File: src/hw/rtl/itcq_pkg.sv
`default_nettype none

package itcq_pkg;

   // operation codes of the request word
   typedef enum logic [2:0] {
      OP_ADD     = 3'd0,
      OP_REMOVE  = 3'd1,
      OP_REFRESH = 3'd2,
      OP_CHECK   = 3'd3,
      OP_LOOKUP  = 3'd4
   } itcq_op_type;

   // response status codes
   typedef enum logic [1:0] {
      ST_OK        = 2'd0,
      ST_NOT_FOUND = 2'd1,
      ST_FULL      = 2'd2,
      ST_PRESENT   = 2'd3
   } itcq_status_type;

   // sequencer states
   typedef enum logic [3:0] {
      S_CLEAR,
      S_IDLE,
      S_FIND,
      S_DECIDE,
      S_NEXT_RD,
      S_NEXT_WAIT,
      S_PRED,
      S_UNLINK_WR,
      S_UNLINK_FIN,
      S_APPEND,
      S_HEAD_RD,
      S_HEAD_CMP,
      S_DONE
   } itcq_state_type;

   // per-array write enables into the entry store
   typedef struct packed {
      logic sock;
      logic stamp;
      logic link;
      logic valid;
   } itcq_we_type;

   localparam logic [31:0] TIMEOUT_RESET = 32'd10;

endpackage

`default_nettype wire

File: src/hw/rtl/idle_timeout_client_queue_core.sv
`default_nettype none

// Idle-timeout connection queue. Holds up to DEPTH sockets in a singly linked
// order of last activity, oldest at the head. A request word is taken when
// start is high and busy is low; exactly one response word follows, shown for
// one cycle with rsp_strobe high. The receiver cannot stall: sample the
// response in the strobe cycle. All reads go through one memory read port that
// walks one slot per cycle:
//   add, lookup        : a scan for the socket
//   remove, refresh    : a socket scan, then, unless the slot is the head, a scan
//                        for the predecessor slot
//   check timeout      : head only; no read on an empty queue
//   unknown opcode     : no read
// After reset the valid store is cleared, one slot at a time, with busy high.
// The timeout register may be written on csr_* whenever the block is idle.

module idle_timeout_client_queue_core import itcq_pkg::*; #(
   parameter int DEPTH = 64,
   localparam int AW = $clog2(DEPTH),
   localparam int CW = $clog2(DEPTH + 1)
) (
   input  wire logic          clock,
   input  wire logic          reset,
   // request
   input  wire logic          start,
   output logic               busy,
   input  wire logic [2:0]    req_operation,
   input  wire logic [15:0]   req_socket_id,
   input  wire logic [31:0]   req_now_seconds,
   // response
   output logic               rsp_strobe,
   output logic [1:0]         rsp_status,
   output logic               rsp_hit,
   output logic [15:0]        rsp_socket_out,
   output logic [CW-1:0]      rsp_occupancy,
   // timeout register
   input  wire logic          csr_valid,
   output logic               csr_ready,
   input  wire logic [31:0]   csr_data
);

   localparam logic [AW-1:0] LAST = AW'(DEPTH - 1);
   localparam logic [CW-1:0] FULL_COUNT = CW'(DEPTH);

   itcq_state_type state_ff, state_in;

   // control state
   logic [AW-1:0] scan_ff, scan_in;          // scan address being issued
   logic          cmp_live_ff, cmp_live_in;  // read data belongs to scan
   logic          found_ff, found_in;
   logic          free_found_ff, free_found_in;
   logic [AW-1:0] head_ff, head_in;
   logic [AW-1:0] tail_ff, tail_in;
   logic [CW-1:0] count_ff, count_in;
   logic [31:0]   timeout_ff, timeout_in;

   // payload
   logic [2:0]    op_ff, op_in;
   logic [15:0]   sock_ff, sock_in;
   logic [31:0]   now_ff, now_in;
   logic [AW-1:0] cmp_idx_ff, cmp_idx_in;   // slot of the data now on rd_*
   logic [AW-1:0] slot_ff, slot_in;         // slot being worked on
   logic [AW-1:0] free_ff, free_in;         // lowest free slot
   logic [AW-1:0] next_ff, next_in;         // link of the slot being unlinked
   logic [AW-1:0] prev_ff, prev_in;         // its predecessor
   logic [1:0]    res_status_ff, res_status_in;
   logic          res_hit_ff, res_hit_in;
   logic [15:0]   res_sock_ff, res_sock_in;

   // store interface
   itcq_we_type   we;
   logic [AW-1:0] wr_slot;
   logic          valid_wdata;
   logic [AW-1:0] link_waddr;
   logic [AW-1:0] link_wdata;
   logic [AW-1:0] rd_addr;
   logic [15:0]   rd_socket;
   logic [31:0]   rd_stamp;
   logic [AW-1:0] rd_link;
   logic          rd_valid;
   logic [AW-1:0] scan_step;
   logic [31:0]   idle_age;

   itcq_store #(.DEPTH(DEPTH)) u_store (
      .clock       (clock),
      .we          (we),
      .slot_addr   (wr_slot),
      .sock_wdata  (sock_ff),
      .stamp_wdata (now_ff),
      .valid_wdata (valid_wdata),
      .link_waddr  (link_waddr),
      .link_wdata  (link_wdata),
      .rd_addr     (rd_addr),
      .rd_socket   (rd_socket),
      .rd_stamp    (rd_stamp),
      .rd_link     (rd_link),
      .rd_valid    (rd_valid)
   );

   // scan address holds at the last slot
   assign scan_step = (scan_ff == LAST) ? scan_ff : scan_ff + 1'b1;
   // idle time of the head, wraps mod 2^32
   assign idle_age = now_ff - rd_stamp;

   always_ff @(posedge clock) begin
      if (reset) begin
         state_ff      <= S_CLEAR;
         scan_ff       <= '0;
         cmp_live_ff   <= 1'b0;
         found_ff      <= 1'b0;
         free_found_ff <= 1'b0;
         head_ff       <= '0;
         tail_ff       <= '0;
         count_ff      <= '0;
         timeout_ff    <= TIMEOUT_RESET;
      end else begin
         state_ff      <= state_in;
         scan_ff       <= scan_in;
         cmp_live_ff   <= cmp_live_in;
         found_ff      <= found_in;
         free_found_ff <= free_found_in;
         head_ff       <= head_in;
         tail_ff       <= tail_in;
         count_ff      <= count_in;
         timeout_ff    <= timeout_in;
      end
   end

   always_ff @(posedge clock) begin
      op_ff         <= op_in;
      sock_ff       <= sock_in;
      now_ff        <= now_in;
      cmp_idx_ff    <= cmp_idx_in;
      slot_ff       <= slot_in;
      free_ff       <= free_in;
      next_ff       <= next_in;
      prev_ff       <= prev_in;
      res_status_ff <= res_status_in;
      res_hit_ff    <= res_hit_in;
      res_sock_ff   <= res_sock_in;
   end

   always_comb begin
      state_in      = state_ff;
      scan_in       = scan_ff;
      cmp_live_in   = cmp_live_ff;
      found_in      = found_ff;
      free_found_in = free_found_ff;
      head_in       = head_ff;
      tail_in       = tail_ff;
      count_in      = count_ff;
      timeout_in    = timeout_ff;
      op_in         = op_ff;
      sock_in       = sock_ff;
      now_in        = now_ff;
      cmp_idx_in    = cmp_idx_ff;
      slot_in       = slot_ff;
      free_in       = free_ff;
      next_in       = next_ff;
      prev_in       = prev_ff;
      res_status_in = res_status_ff;
      res_hit_in    = res_hit_ff;
      res_sock_in   = res_sock_ff;

      we          = '0;
      wr_slot     = slot_ff;
      valid_wdata = 1'b0;
      link_waddr  = prev_ff;
      link_wdata  = next_ff;
      rd_addr     = scan_ff;

      if (csr_valid) begin
         timeout_in = csr_data;
      end

      case (state_ff)
         S_CLEAR: begin
            // one valid bit per cycle after reset
            we.valid = 1'b1;
            wr_slot  = scan_ff;
            scan_in  = scan_step;
            if (scan_ff == LAST) begin
               state_in = S_IDLE;
            end
         end

         S_IDLE: begin
            if (start) begin
               op_in         = req_operation;
               sock_in       = req_socket_id;
               now_in        = req_now_seconds;
               res_status_in = ST_OK;
               res_hit_in    = 1'b0;
               res_sock_in   = '0;
               found_in      = 1'b0;
               free_found_in = 1'b0;
               scan_in       = '0;
               cmp_live_in   = 1'b0;
               case (req_operation)
                  OP_ADD, OP_REMOVE, OP_REFRESH, OP_LOOKUP: begin
                     state_in = S_FIND;
                  end
                  OP_CHECK: begin
                     state_in = (count_ff != '0) ? S_HEAD_RD : S_DONE;
                  end
                  default: begin
                     state_in = S_DONE;
                  end
               endcase
            end
         end

         S_FIND: begin
            // pipelined scan: issue one slot, compare the one before
            scan_in     = scan_step;
            cmp_live_in = 1'b1;
            cmp_idx_in  = scan_ff;
            if (cmp_live_ff) begin
               if (rd_valid && rd_socket == sock_ff) begin
                  found_in = 1'b1;
                  slot_in  = cmp_idx_ff;
                  state_in = S_DECIDE;
               end else begin
                  if (!rd_valid && !free_found_ff) begin
                     free_found_in = 1'b1;
                     free_in       = cmp_idx_ff;
                  end
                  if (cmp_idx_ff == LAST) begin
                     state_in = S_DECIDE;
                  end
               end
            end
         end

         S_DECIDE: begin
            case (op_ff)
               OP_ADD: begin
                  if (found_ff) begin
                     res_status_in = ST_PRESENT;
                     state_in      = S_DONE;
                  end else if (count_ff == FULL_COUNT || !free_found_ff) begin
                     res_status_in = ST_FULL;
                     state_in      = S_DONE;
                  end else begin
                     slot_in  = free_ff;
                     state_in = S_APPEND;
                  end
               end
               OP_REMOVE, OP_REFRESH: begin
                  if (found_ff) begin
                     state_in = S_NEXT_RD;
                  end else begin
                     res_status_in = ST_NOT_FOUND;
                     state_in      = S_DONE;
                  end
               end
               OP_LOOKUP: begin
                  res_sock_in = sock_ff;
                  if (found_ff) begin
                     res_hit_in = 1'b1;
                  end else begin
                     res_status_in = ST_NOT_FOUND;
                  end
                  state_in = S_DONE;
               end
               default: begin
                  state_in = S_DONE;
               end
            endcase
         end

         S_NEXT_RD: begin
            rd_addr  = slot_ff;
            state_in = S_NEXT_WAIT;
         end

         S_NEXT_WAIT: begin
            next_in = rd_link;
            if (slot_ff == head_ff) begin
               head_in  = rd_link;
               state_in = S_UNLINK_FIN;
            end else begin
               scan_in     = '0;
               cmp_live_in = 1'b0;
               state_in    = S_PRED;
            end
         end

         S_PRED: begin
            // predecessor: the valid non-tail slot linking to this one
            scan_in     = scan_step;
            cmp_live_in = 1'b1;
            cmp_idx_in  = scan_ff;
            if (cmp_live_ff) begin
               if (rd_valid && rd_link == slot_ff && cmp_idx_ff != tail_ff) begin
                  prev_in  = cmp_idx_ff;
                  state_in = S_UNLINK_WR;
               end else if (cmp_idx_ff == LAST) begin
                  state_in = S_UNLINK_FIN;
               end
            end
         end

         S_UNLINK_WR: begin
            we.link = 1'b1;
            if (tail_ff == slot_ff) begin
               tail_in = prev_ff;
            end
            state_in = S_UNLINK_FIN;
         end

         S_UNLINK_FIN: begin
            we.valid = 1'b1;
            count_in = count_ff - 1'b1;
            if (count_ff == CW'(1)) begin
               head_in = '0;
               tail_in = '0;
            end
            state_in = (op_ff == OP_REFRESH) ? S_APPEND : S_DONE;
         end

         S_APPEND: begin
            we.stamp    = 1'b1;
            we.valid    = 1'b1;
            valid_wdata = 1'b1;
            we.sock     = (op_ff == OP_ADD);
            if (count_ff == '0) begin
               head_in = slot_ff;
            end else begin
               we.link    = 1'b1;
               link_waddr = tail_ff;
               link_wdata = slot_ff;
            end
            tail_in  = slot_ff;
            count_in = count_ff + 1'b1;
            state_in = S_DONE;
         end

         S_HEAD_RD: begin
            rd_addr  = head_ff;
            state_in = S_HEAD_CMP;
         end

         S_HEAD_CMP: begin
            if (idle_age > timeout_ff) begin
               res_hit_in  = 1'b1;
               res_sock_in = rd_socket;
               slot_in     = head_ff;
               state_in    = S_NEXT_RD;
            end else begin
               state_in = S_DONE;
            end
         end

         S_DONE: begin
            state_in = S_IDLE;
         end

         default: begin
            state_in = S_IDLE;
         end
      endcase
   end

   assign busy           = (state_ff != S_IDLE);
   assign csr_ready      = 1'b1;
   assign rsp_strobe     = (state_ff == S_DONE);
   assign rsp_status     = res_status_ff;
   assign rsp_hit        = res_hit_ff;
   assign rsp_socket_out = res_sock_ff;
   assign rsp_occupancy  = count_ff;

endmodule

`default_nettype wire

File: src/hw/rtl/itcq_store.sv
`default_nettype none

module itcq_store import itcq_pkg::*; #(
   parameter int DEPTH = 64,
   localparam int AW = $clog2(DEPTH)
) (
   input  wire logic          clock,
   input  wire itcq_we_type   we,
   input  wire logic [AW-1:0] slot_addr,
   input  wire logic [15:0]   sock_wdata,
   input  wire logic [31:0]   stamp_wdata,
   input  wire logic          valid_wdata,
   input  wire logic [AW-1:0] link_waddr,
   input  wire logic [AW-1:0] link_wdata,
   input  wire logic [AW-1:0] rd_addr,
   output logic [15:0]        rd_socket,
   output logic [31:0]        rd_stamp,
   output logic [AW-1:0]      rd_link,
   output logic               rd_valid
);

   logic [15:0]   sock_mem  [DEPTH];
   logic [31:0]   stamp_mem [DEPTH];
   logic [AW-1:0] link_mem  [DEPTH];
   logic          valid_mem [DEPTH];

   logic [15:0]   rd_socket_ff;
   logic [31:0]   rd_stamp_ff;
   logic [AW-1:0] rd_link_ff;
   logic          rd_valid_ff;

   always_ff @(posedge clock) begin
      if (we.sock) begin
         sock_mem[slot_addr] <= sock_wdata;
      end
      if (we.stamp) begin
         stamp_mem[slot_addr] <= stamp_wdata;
      end
      if (we.valid) begin
         valid_mem[slot_addr] <= valid_wdata;
      end
      if (we.link) begin
         link_mem[link_waddr] <= link_wdata;
      end
   end

   // one shared read address, registered data
   always_ff @(posedge clock) begin
      rd_socket_ff <= sock_mem[rd_addr];
      rd_stamp_ff  <= stamp_mem[rd_addr];
      rd_link_ff   <= link_mem[rd_addr];
      rd_valid_ff  <= valid_mem[rd_addr];
   end

   assign rd_socket = rd_socket_ff;
   assign rd_stamp  = rd_stamp_ff;
   assign rd_link   = rd_link_ff;
   assign rd_valid  = rd_valid_ff;

endmodule

`default_nettype wire

File: config.mk
export PLATFORM = sky130hd
export DESIGN_NAME = idle_timeout_client_queue_core
export DESIGN_NICKNAME = d
export VERILOG_FILES = /design/src/hw/rtl/itcq_pkg.sv /design/src/hw/rtl/idle_timeout_client_queue_core.sv /design/src/hw/rtl/itcq_store.sv
export SDC_FILE = /design/constraint.sdc
export NUM_CORES = 2
export LEC_CHECK = 0
export BUFFER_PORTS_ARGS = -buffer_cell sky130_fd_sc_hd__buf_2
export CORE_UTILIZATION = 55
export DETAILED_ROUTE_END_ITERATION = 10
export PLACE_DENSITY = 0.73
export SKIP_CTS_REPAIR_TIMING = 1
export SLEW_MARGIN = 20
export SYNTH_ARGS = -nofsm -noshare
export SYNTH_HDL_FRONTEND = slang
export SYNTH_SLANG_ARGS = --single-unit
File: constraint.sdc
create_clock -name clock -period 8.56 [get_ports clock]
set_input_delay 0.428 -clock clock [delete_from_list [all_inputs] [get_ports clock]]
set_output_delay 0.428 -clock clock [all_outputs]
set_load 0.03 [all_outputs]
# After elaboration in Yosys (flattened, before gate mapping)
# Memory sizes are Yosys's and may differ from the RTL's. A register that Yosys moved wholly into a read port is not among the register bits.
# Index checks and enable logic that the tools add are counted.
# Widths: inputs -> output; s select.
op_classes:
  order_cmp: 1
  mux: 79
  n_eq_ne: 53
  addsub: 4
  bitwise: 1
  n_reduce_logical: 41
op_table:
  columns: ["operator", "n"]
  rows:
  - ["$mux 6", 18]
  - ["$pmux 6 s3", 4]
  - ["$mux 16", 3]
  - ["$pmux 16 s3", 1]
  - ["$pmux 4 s12", 1]
  - ["$mux 4", 11]
  - ["$ne 2x2->1 const B", 19]
  - ["$gt 32x32->1", 1]
  - ["$sub 32x32->32", 1]
  - ["$mux 1", 21]
  - ["$eq 4x4->1 const B", 5]
  - ["$reduce_and 4->1", 5]
  - ["$eq 6x6->1", 3]
  - ["$reduce_bool 3->1", 6]
  - ["$eq 16x16->1", 1]
  - ["$eq 4x3->1 const B", 4]
  - ["$pmux 4 s2", 2]
  - ["$reduce_and 5->1", 3]
  - ["$pmux 7 s2", 1]
  - ["$eq 6x6->1 const B", 2]
  - ["$mux 3", 4]
  - ["$ne 3x3->1 const B", 4]
  - ["$pmux 6 s2", 1]
  - ["$mux 2", 5]
  - ["32 further kinds", 53]
totals:
  n_memories: 4
  inputBits: 87
  mem_bits_rw: 3520
  wordCells: 203
  register_bits: 164
  out_inout_bits: 29
memory_table:
  columns: ["memory", "depth", "width", "rd", "rd_clocked_by_memory_dff", "write_ports", "line", "text"]
  rows:
  - ["u_store.stamp_mem", 64, 32, 1, 1, 1, "itcq_store.sv:23", "logic [31:0] stamp_mem [DEPTH];"]
  - ["u_store.sock_mem", 64, 16, 1, 1, 1, "itcq_store.sv:22", "logic [15:0] sock_mem [DEPTH];"]
  - ["u_store.link_mem", 64, 6, 1, 1, 1, "itcq_store.sv:24", "logic [AW-1:0] link_mem [DEPTH];"]
  - ["u_store.valid_mem", 64, 1, 1, 1, 1, "itcq_store.sv:25", "logic valid_mem [DEPTH];"]

# Depth between registers and ports, before layout
depth:
  ltp_word: 6
  mapped_depth: 23
  ltp_nobuf: 23

# Modules after synthesis
# Synthesis repeated with hierarchy kept, for this count alone.
unflattened:
  cells_unflattened: 6851
  hier_area_um2: 145329.4
modules_own_cells:
  columns: ["module", "seq_area_each_um2", "area_per_inst_um2", "cells_each", "n_inst"]
  rows:
  - ["itcq_store", 106802.4, 135727.7, 5898, 1]
  - ["idle_timeout_client_queue_core", 4284.1, 9601.7, 953, 1]

# Worst setup path before layout
# OpenSTA, ideal clock, no wires.
synth_path:
  kind: "flip-flop to flip-flop"
  startpoint: "register now_ff[0]"
  endpoint: "register res_hit_ff, in the netlist rsp_hit, enable pin"
  setup_time_ns: 0.299
  slack_ns: 0.619
  synth_period_minus_slack_ns: 7.941
  stages_incl_launch_ff: 24
  arrival_ns: 7.642
  path_buffers: 0
  t_required_ns: 8.261
  cell_sequence: "edfxtp_1 inv_1 ha_1 inv_1 fa_1 a21o_1 a21oi_1 o21a_1 o32ai_1 a221o_1 a32oi_1 a31oi_1 mux2i_1 or3_1 ha_1 nand4_1 nor2_1 and3_1 nand4_1 nand4_1 a21oi_1 nor2_1 a2111oi_0 o21a_1"
synth_between:
  elab_chain_cells: 4
synth_rtl:
  columns: ["element", "line", "text"]
  rows:
  - ["start, declared", "idle_timeout_client_queue_core.sv:60", "logic [31:0] now_ff, now_in;"]
  - ["start signal, assigned", "idle_timeout_client_queue_core.sv:132", "now_ff <= now_in;"]
  - ["$sub 32x32->32", "idle_timeout_client_queue_core.sv:103", "assign idle_age = now_ff - rd_stamp;"]
  - ["$gt 32x32->1", "idle_timeout_client_queue_core.sv:345", "if (idle_age > timeout_ff) begin"]
  - ["$ne 2x2->1 (no line)", null, null]
  - ["$reduce_and 5->1 (no line)", null, null]
  - ["end signal, assigned", "idle_timeout_client_queue_core.sv:139", "res_hit_ff <= res_hit_in;"]
  - ["end, declared", "idle_timeout_client_queue_core.sv:67", "logic res_hit_ff, res_hit_in;"]
# No other way between the ends.
# A chain may end at the register's enable or synchronous reset.

# Final worst setup path
layout_path:
  startpoint: "register now_ff[15]"
  endpoint: "register res_hit_ff, in the netlist rsp_hit, enable pin"
# The elaborated chain is that of the path after synthesis.

==> impl_metrics.tcl <==
set metrics [dict create \
    gp_routability_congestion 0.905 \
    power_density_nw_per_um2 232 \
    synth_seq_cells 3739 \
    critical_path.slowest_cell "sky130_fd_sc_hd__o21ai_0" \
    timing.final.hold_violations 1 \
    outcome "complete, but fails checks" \
    synth.most_common_cell "sky130_fd_sc_hd__edfxtp_1" \
    violated_checks "hold timing" \
    synth_cells 7054 \
    fin_crit_sh_pct 72.4 \
    final_period_minus_worst_setup_slack_ns 6.20 \
    grt_overflow_total 0 \
    largest_net_degree_at_the_start_of_global_routing 122 \
    seq_power_share_pct 52.4 \
    vias 75961 \
    wirelength_mm 382 \
    worstPathMaxFanout 65 \
    die_height_microns 515 \
    hpwlAfterDp_mm 211 \
    p_switching_mw 7.98 \
    tns_ns 0 \
    cp_top_family "compound AO/OA/AOI/OAI gates" \
    drc 0 \
    wire_per_inst_microns 33.8 \
    fmaxAchievable_mhz 161 \
    drv_cap 0 \
    grt_first_pass_wirelength_mm 539 \
    post_drt_via_cell_ratio 6.72 \
    num_rows 187 \
    clock_sink_count 3739 \
    worst-setup-path-type "reg2reg" \
    globalRouteTotalUtil_pct 28.7 \
    crit_required_ns 9.21 \
    worst_ep_arrival_time_ns 6.85 \
    yosys-top-cells-count "sky130_fd_sc_hd__edfxtp_1, sky130_fd_sc_hd__mux4_2, sky130_fd_sc_hd__a22oi_1" \
    cts_buffers 365 \
    mappedNetlistArea_sq_um 145000 \
    combinationalPowerShare_pct 5.5 \
    clk_pin_slew_ns 0.06 \
    preCtsSetupSlack_ns 2.58 \
    drt_pre_antenna_iters 6 \
    slew_violations 0 \
    hold_class "in2reg" \
    ir_worst_vdd_uv 188 \
    areaGrowthSynthToFinish_pct 12.8 \
    clock_latency_ns 0.91 \
    synth_flop_type "sky130_fd_sc_hd__edfxtp_1" \
    finClkSkew_ns 0.0458 \
    place.port_buffers 114 \
    power.static_leakage_nw 51.4 \
    timing.critical_path.from_type "register" \
    grt_setup_unrepaired "false" \
    grt_pass1_vias 74424 \
    dr.first_iter.drc_count 11999 \
    postRouteAntennaNets 0 \
    clock_power_share_pct 42.0 \
    synth.distinct_cells 69 \
    final_nets 7644 \
    clock_path_buffers 4 \
    yosys_warnings 0 \
    synth.area.top_cells "sky130_fd_sc_hd__edfxtp_1, sky130_fd_sc_hd__mux4_2, sky130_fd_sc_hd__a22oi_1, sky130_fd_sc_hd__dfxtp_1, sky130_fd_sc_hd__nor2_1" \
    grt_antenna_before_repair 43 \
    core_area_sq_um 260000 \
    design.portCount 116 \
    synth_top_cell_by_area "sky130_fd_sc_hd__edfxtp_1" \
    die_x_microns 515 \
    path_cells "buf_4, ha_1, nand4_1, or4_1, a31oi_1, o21ai_0, o21ai_0, a21boi_0, o31ai_1, xnor2_1, ha_1, nand4_1, nor2_1, and3_1, nand4_1, and2_1, a31o_2, nor2_1, a2111oi_2, buf_4, o21a_1" \
    finalWorstSetupSlack_ns 2.36 \
    timing_worst_slew_pin_value_ns 1.21 \
    timing.critical_path.slowest_cell_delay_ns 0.59 \
    syn_nets 7213 \
    switching_share_pct 21.1 \
    htreeDepth 5 \
    max-slew-margin-rel_pct 18.3 \
    post_route_cells_drive_above_1_share_pct 23.8 \
    setup-violations-final 0 \
    synth_enable_flop_cells 3620 \
    power.total_mw 37.9 \
    root_buffer "sky130_fd_sc_hd__clkbuf_16" \
    seq_area_frac_synth_pct 76.8 \
    end_kind "register" \
    cts_tree "yes" \
    dieArea_sq_um 265000 \
    timing.critical_path.buf_inv 2 \
    postSynth.asyncResetShare_pct 0 \
    cp_common_cell "sky130_fd_sc_hd__nand4_1" \
    postSynthAreaPerCell_sq_um 20.5 \
    initial_core_util_pct 55.5 \
    holdWs_ns -0.0345 \
    synthDominantCellAreaShare_pct 75.2 \
    p_int_mw 29.9 \
]
power by group through the flow:
stage | registers, mW | logic (mW) | clock network [mW]
detailed placement | 20.2 | 2.04 | 0
global route | 19.8 | 2.23 | 16.7
CTS | 19.9 | 2.06 | 16.0
global placement | 20.2 | 2.02 | 0
floorplan | 20.2 | 1.52 | 0
finish | 19.9 | 2.10 | 15.9
logic make-up after synthesis:
family | count (synthesis) | synth area share [%]
other | 1 | 0.00259
XOR/XNOR | 77 | 0.466
multiplexers | 919 | 13.7
adder cells (fa/ha/maj) | 72 | 0.628
AO/OA/AOI/OAI | 901 | 4.20
buffers and inverters | 473 | 1.49
flip-flops | 3739 | 76.8
AND/OR/NAND/NOR | 872 | 2.74
sequential cells by signal (all words and copies together), names as in the netlist, 7 cells and up:
signal	count
timeout_ff	32
u_store.rd_socket	16
u_store.valid_mem	64
rsp_socket_out	16
u_store.stamp_mem	2048
u_store.sock_mem	1024
u_store.rd_stamp	32
now_ff	32
rsp_occupancy	7
u_store.link_mem	384
sock_ff	16
cell type report:
class                   instances  area [sq um]
fillers                     17023         97300
flip-flops and latches       3739        111000
multi-input cells            2842         32000
inverters                      83           312
repair buffers                454          3520
clock inverters               203          1880
diodes                         28          70.1
well taps                    3496          4370
clock buffers                 461          9900
metal layers:
layer | GRT usage [%] | up-vias | wire (microns)
li1 | - | 30221 | -
met1 | 41.3 | 39497 | 143000
met2 | 42.5 | 5509 | 172000
met3 | 9.07 | 702 | 55100
met4 | 8.46 | 32 | 11200
met5 | 0 | - | 226
metrics by stage:
| stage | instance area, sq um | instances | utilization (%) |
|---|---|---|---|
| finish | 163000 | 11306 | 62.7 |
| CTS | 162000 | 11200 | 62.3 |
| detailed placement | 150000 | 10536 | 57.8 |
| global placement | 150000 | 10536 | 57.8 |
| floorplan | 145000 | 7054 | - |
| global route | 163000 | 11279 | 62.6 |
path summary, 6_finish.rpt:
check,slack (ns),endpoint,start,depth (start not counted)
worst max-delay path,2.36,rsp_hit,now_ff[15],21
worst min-delay path,-0.03,now_ff[0],req_now_seconds[0],1
worst max register to register,2.36,rsp_hit,now_ff[15],21
worst min register to register,0.49,u_store.stamp_mem[49][2],now_ff[2],0
layout by cell type, fill, tap and decap left out, types with 15 or more instances in the layout:
cell	instances
sky130_fd_sc_hd__dlygate4sd3_1	78
sky130_fd_sc_hd__nand2_1	205
sky130_fd_sc_hd__nor2_4	68
sky130_fd_sc_hd__buf_2	114
sky130_fd_sc_hd__diode_2	28
sky130_fd_sc_hd__clkbuf_1	67
sky130_fd_sc_hd__buf_12	16
sky130_fd_sc_hd__mux4_2	845
sky130_fd_sc_hd__clkinv_1	70
sky130_fd_sc_hd__or4_1	47
sky130_fd_sc_hd__nand3_1	78
sky130_fd_sc_hd__edfxtp_1	3620
sky130_fd_sc_hd__clkinv_2	68
sky130_fd_sc_hd__inv_1	82
sky130_fd_sc_hd__mux2i_1	74
sky130_fd_sc_hd__xor2_1	32
sky130_fd_sc_hd__a22o_1	30
sky130_fd_sc_hd__dfxtp_1	119
sky130_fd_sc_hd__nor3_1	18
sky130_fd_sc_hd__a21oi_1	258
sky130_fd_sc_hd__clkbuf_16	375
sky130_fd_sc_hd__nand4_1	28
sky130_fd_sc_hd__ha_1	71
sky130_fd_sc_hd__buf_4	246
sky130_fd_sc_hd__a211oi_1	17
sky130_fd_sc_hd__o22ai_1	15
sky130_fd_sc_hd__nor2_1	310
sky130_fd_sc_hd__bufinv_16	31
sky130_fd_sc_hd__a22oi_1	396
sky130_fd_sc_hd__o21ai_0	49
sky130_fd_sc_hd__a31oi_1	15
sky130_fd_sc_hd__xnor2_1	45
sky130_fd_sc_hd__clkbuf_8	19
sky130_fd_sc_hd__a21o_1	29
sky130_fd_sc_hd__nand3b_1	21
Power figures use the tool's default switching activity.
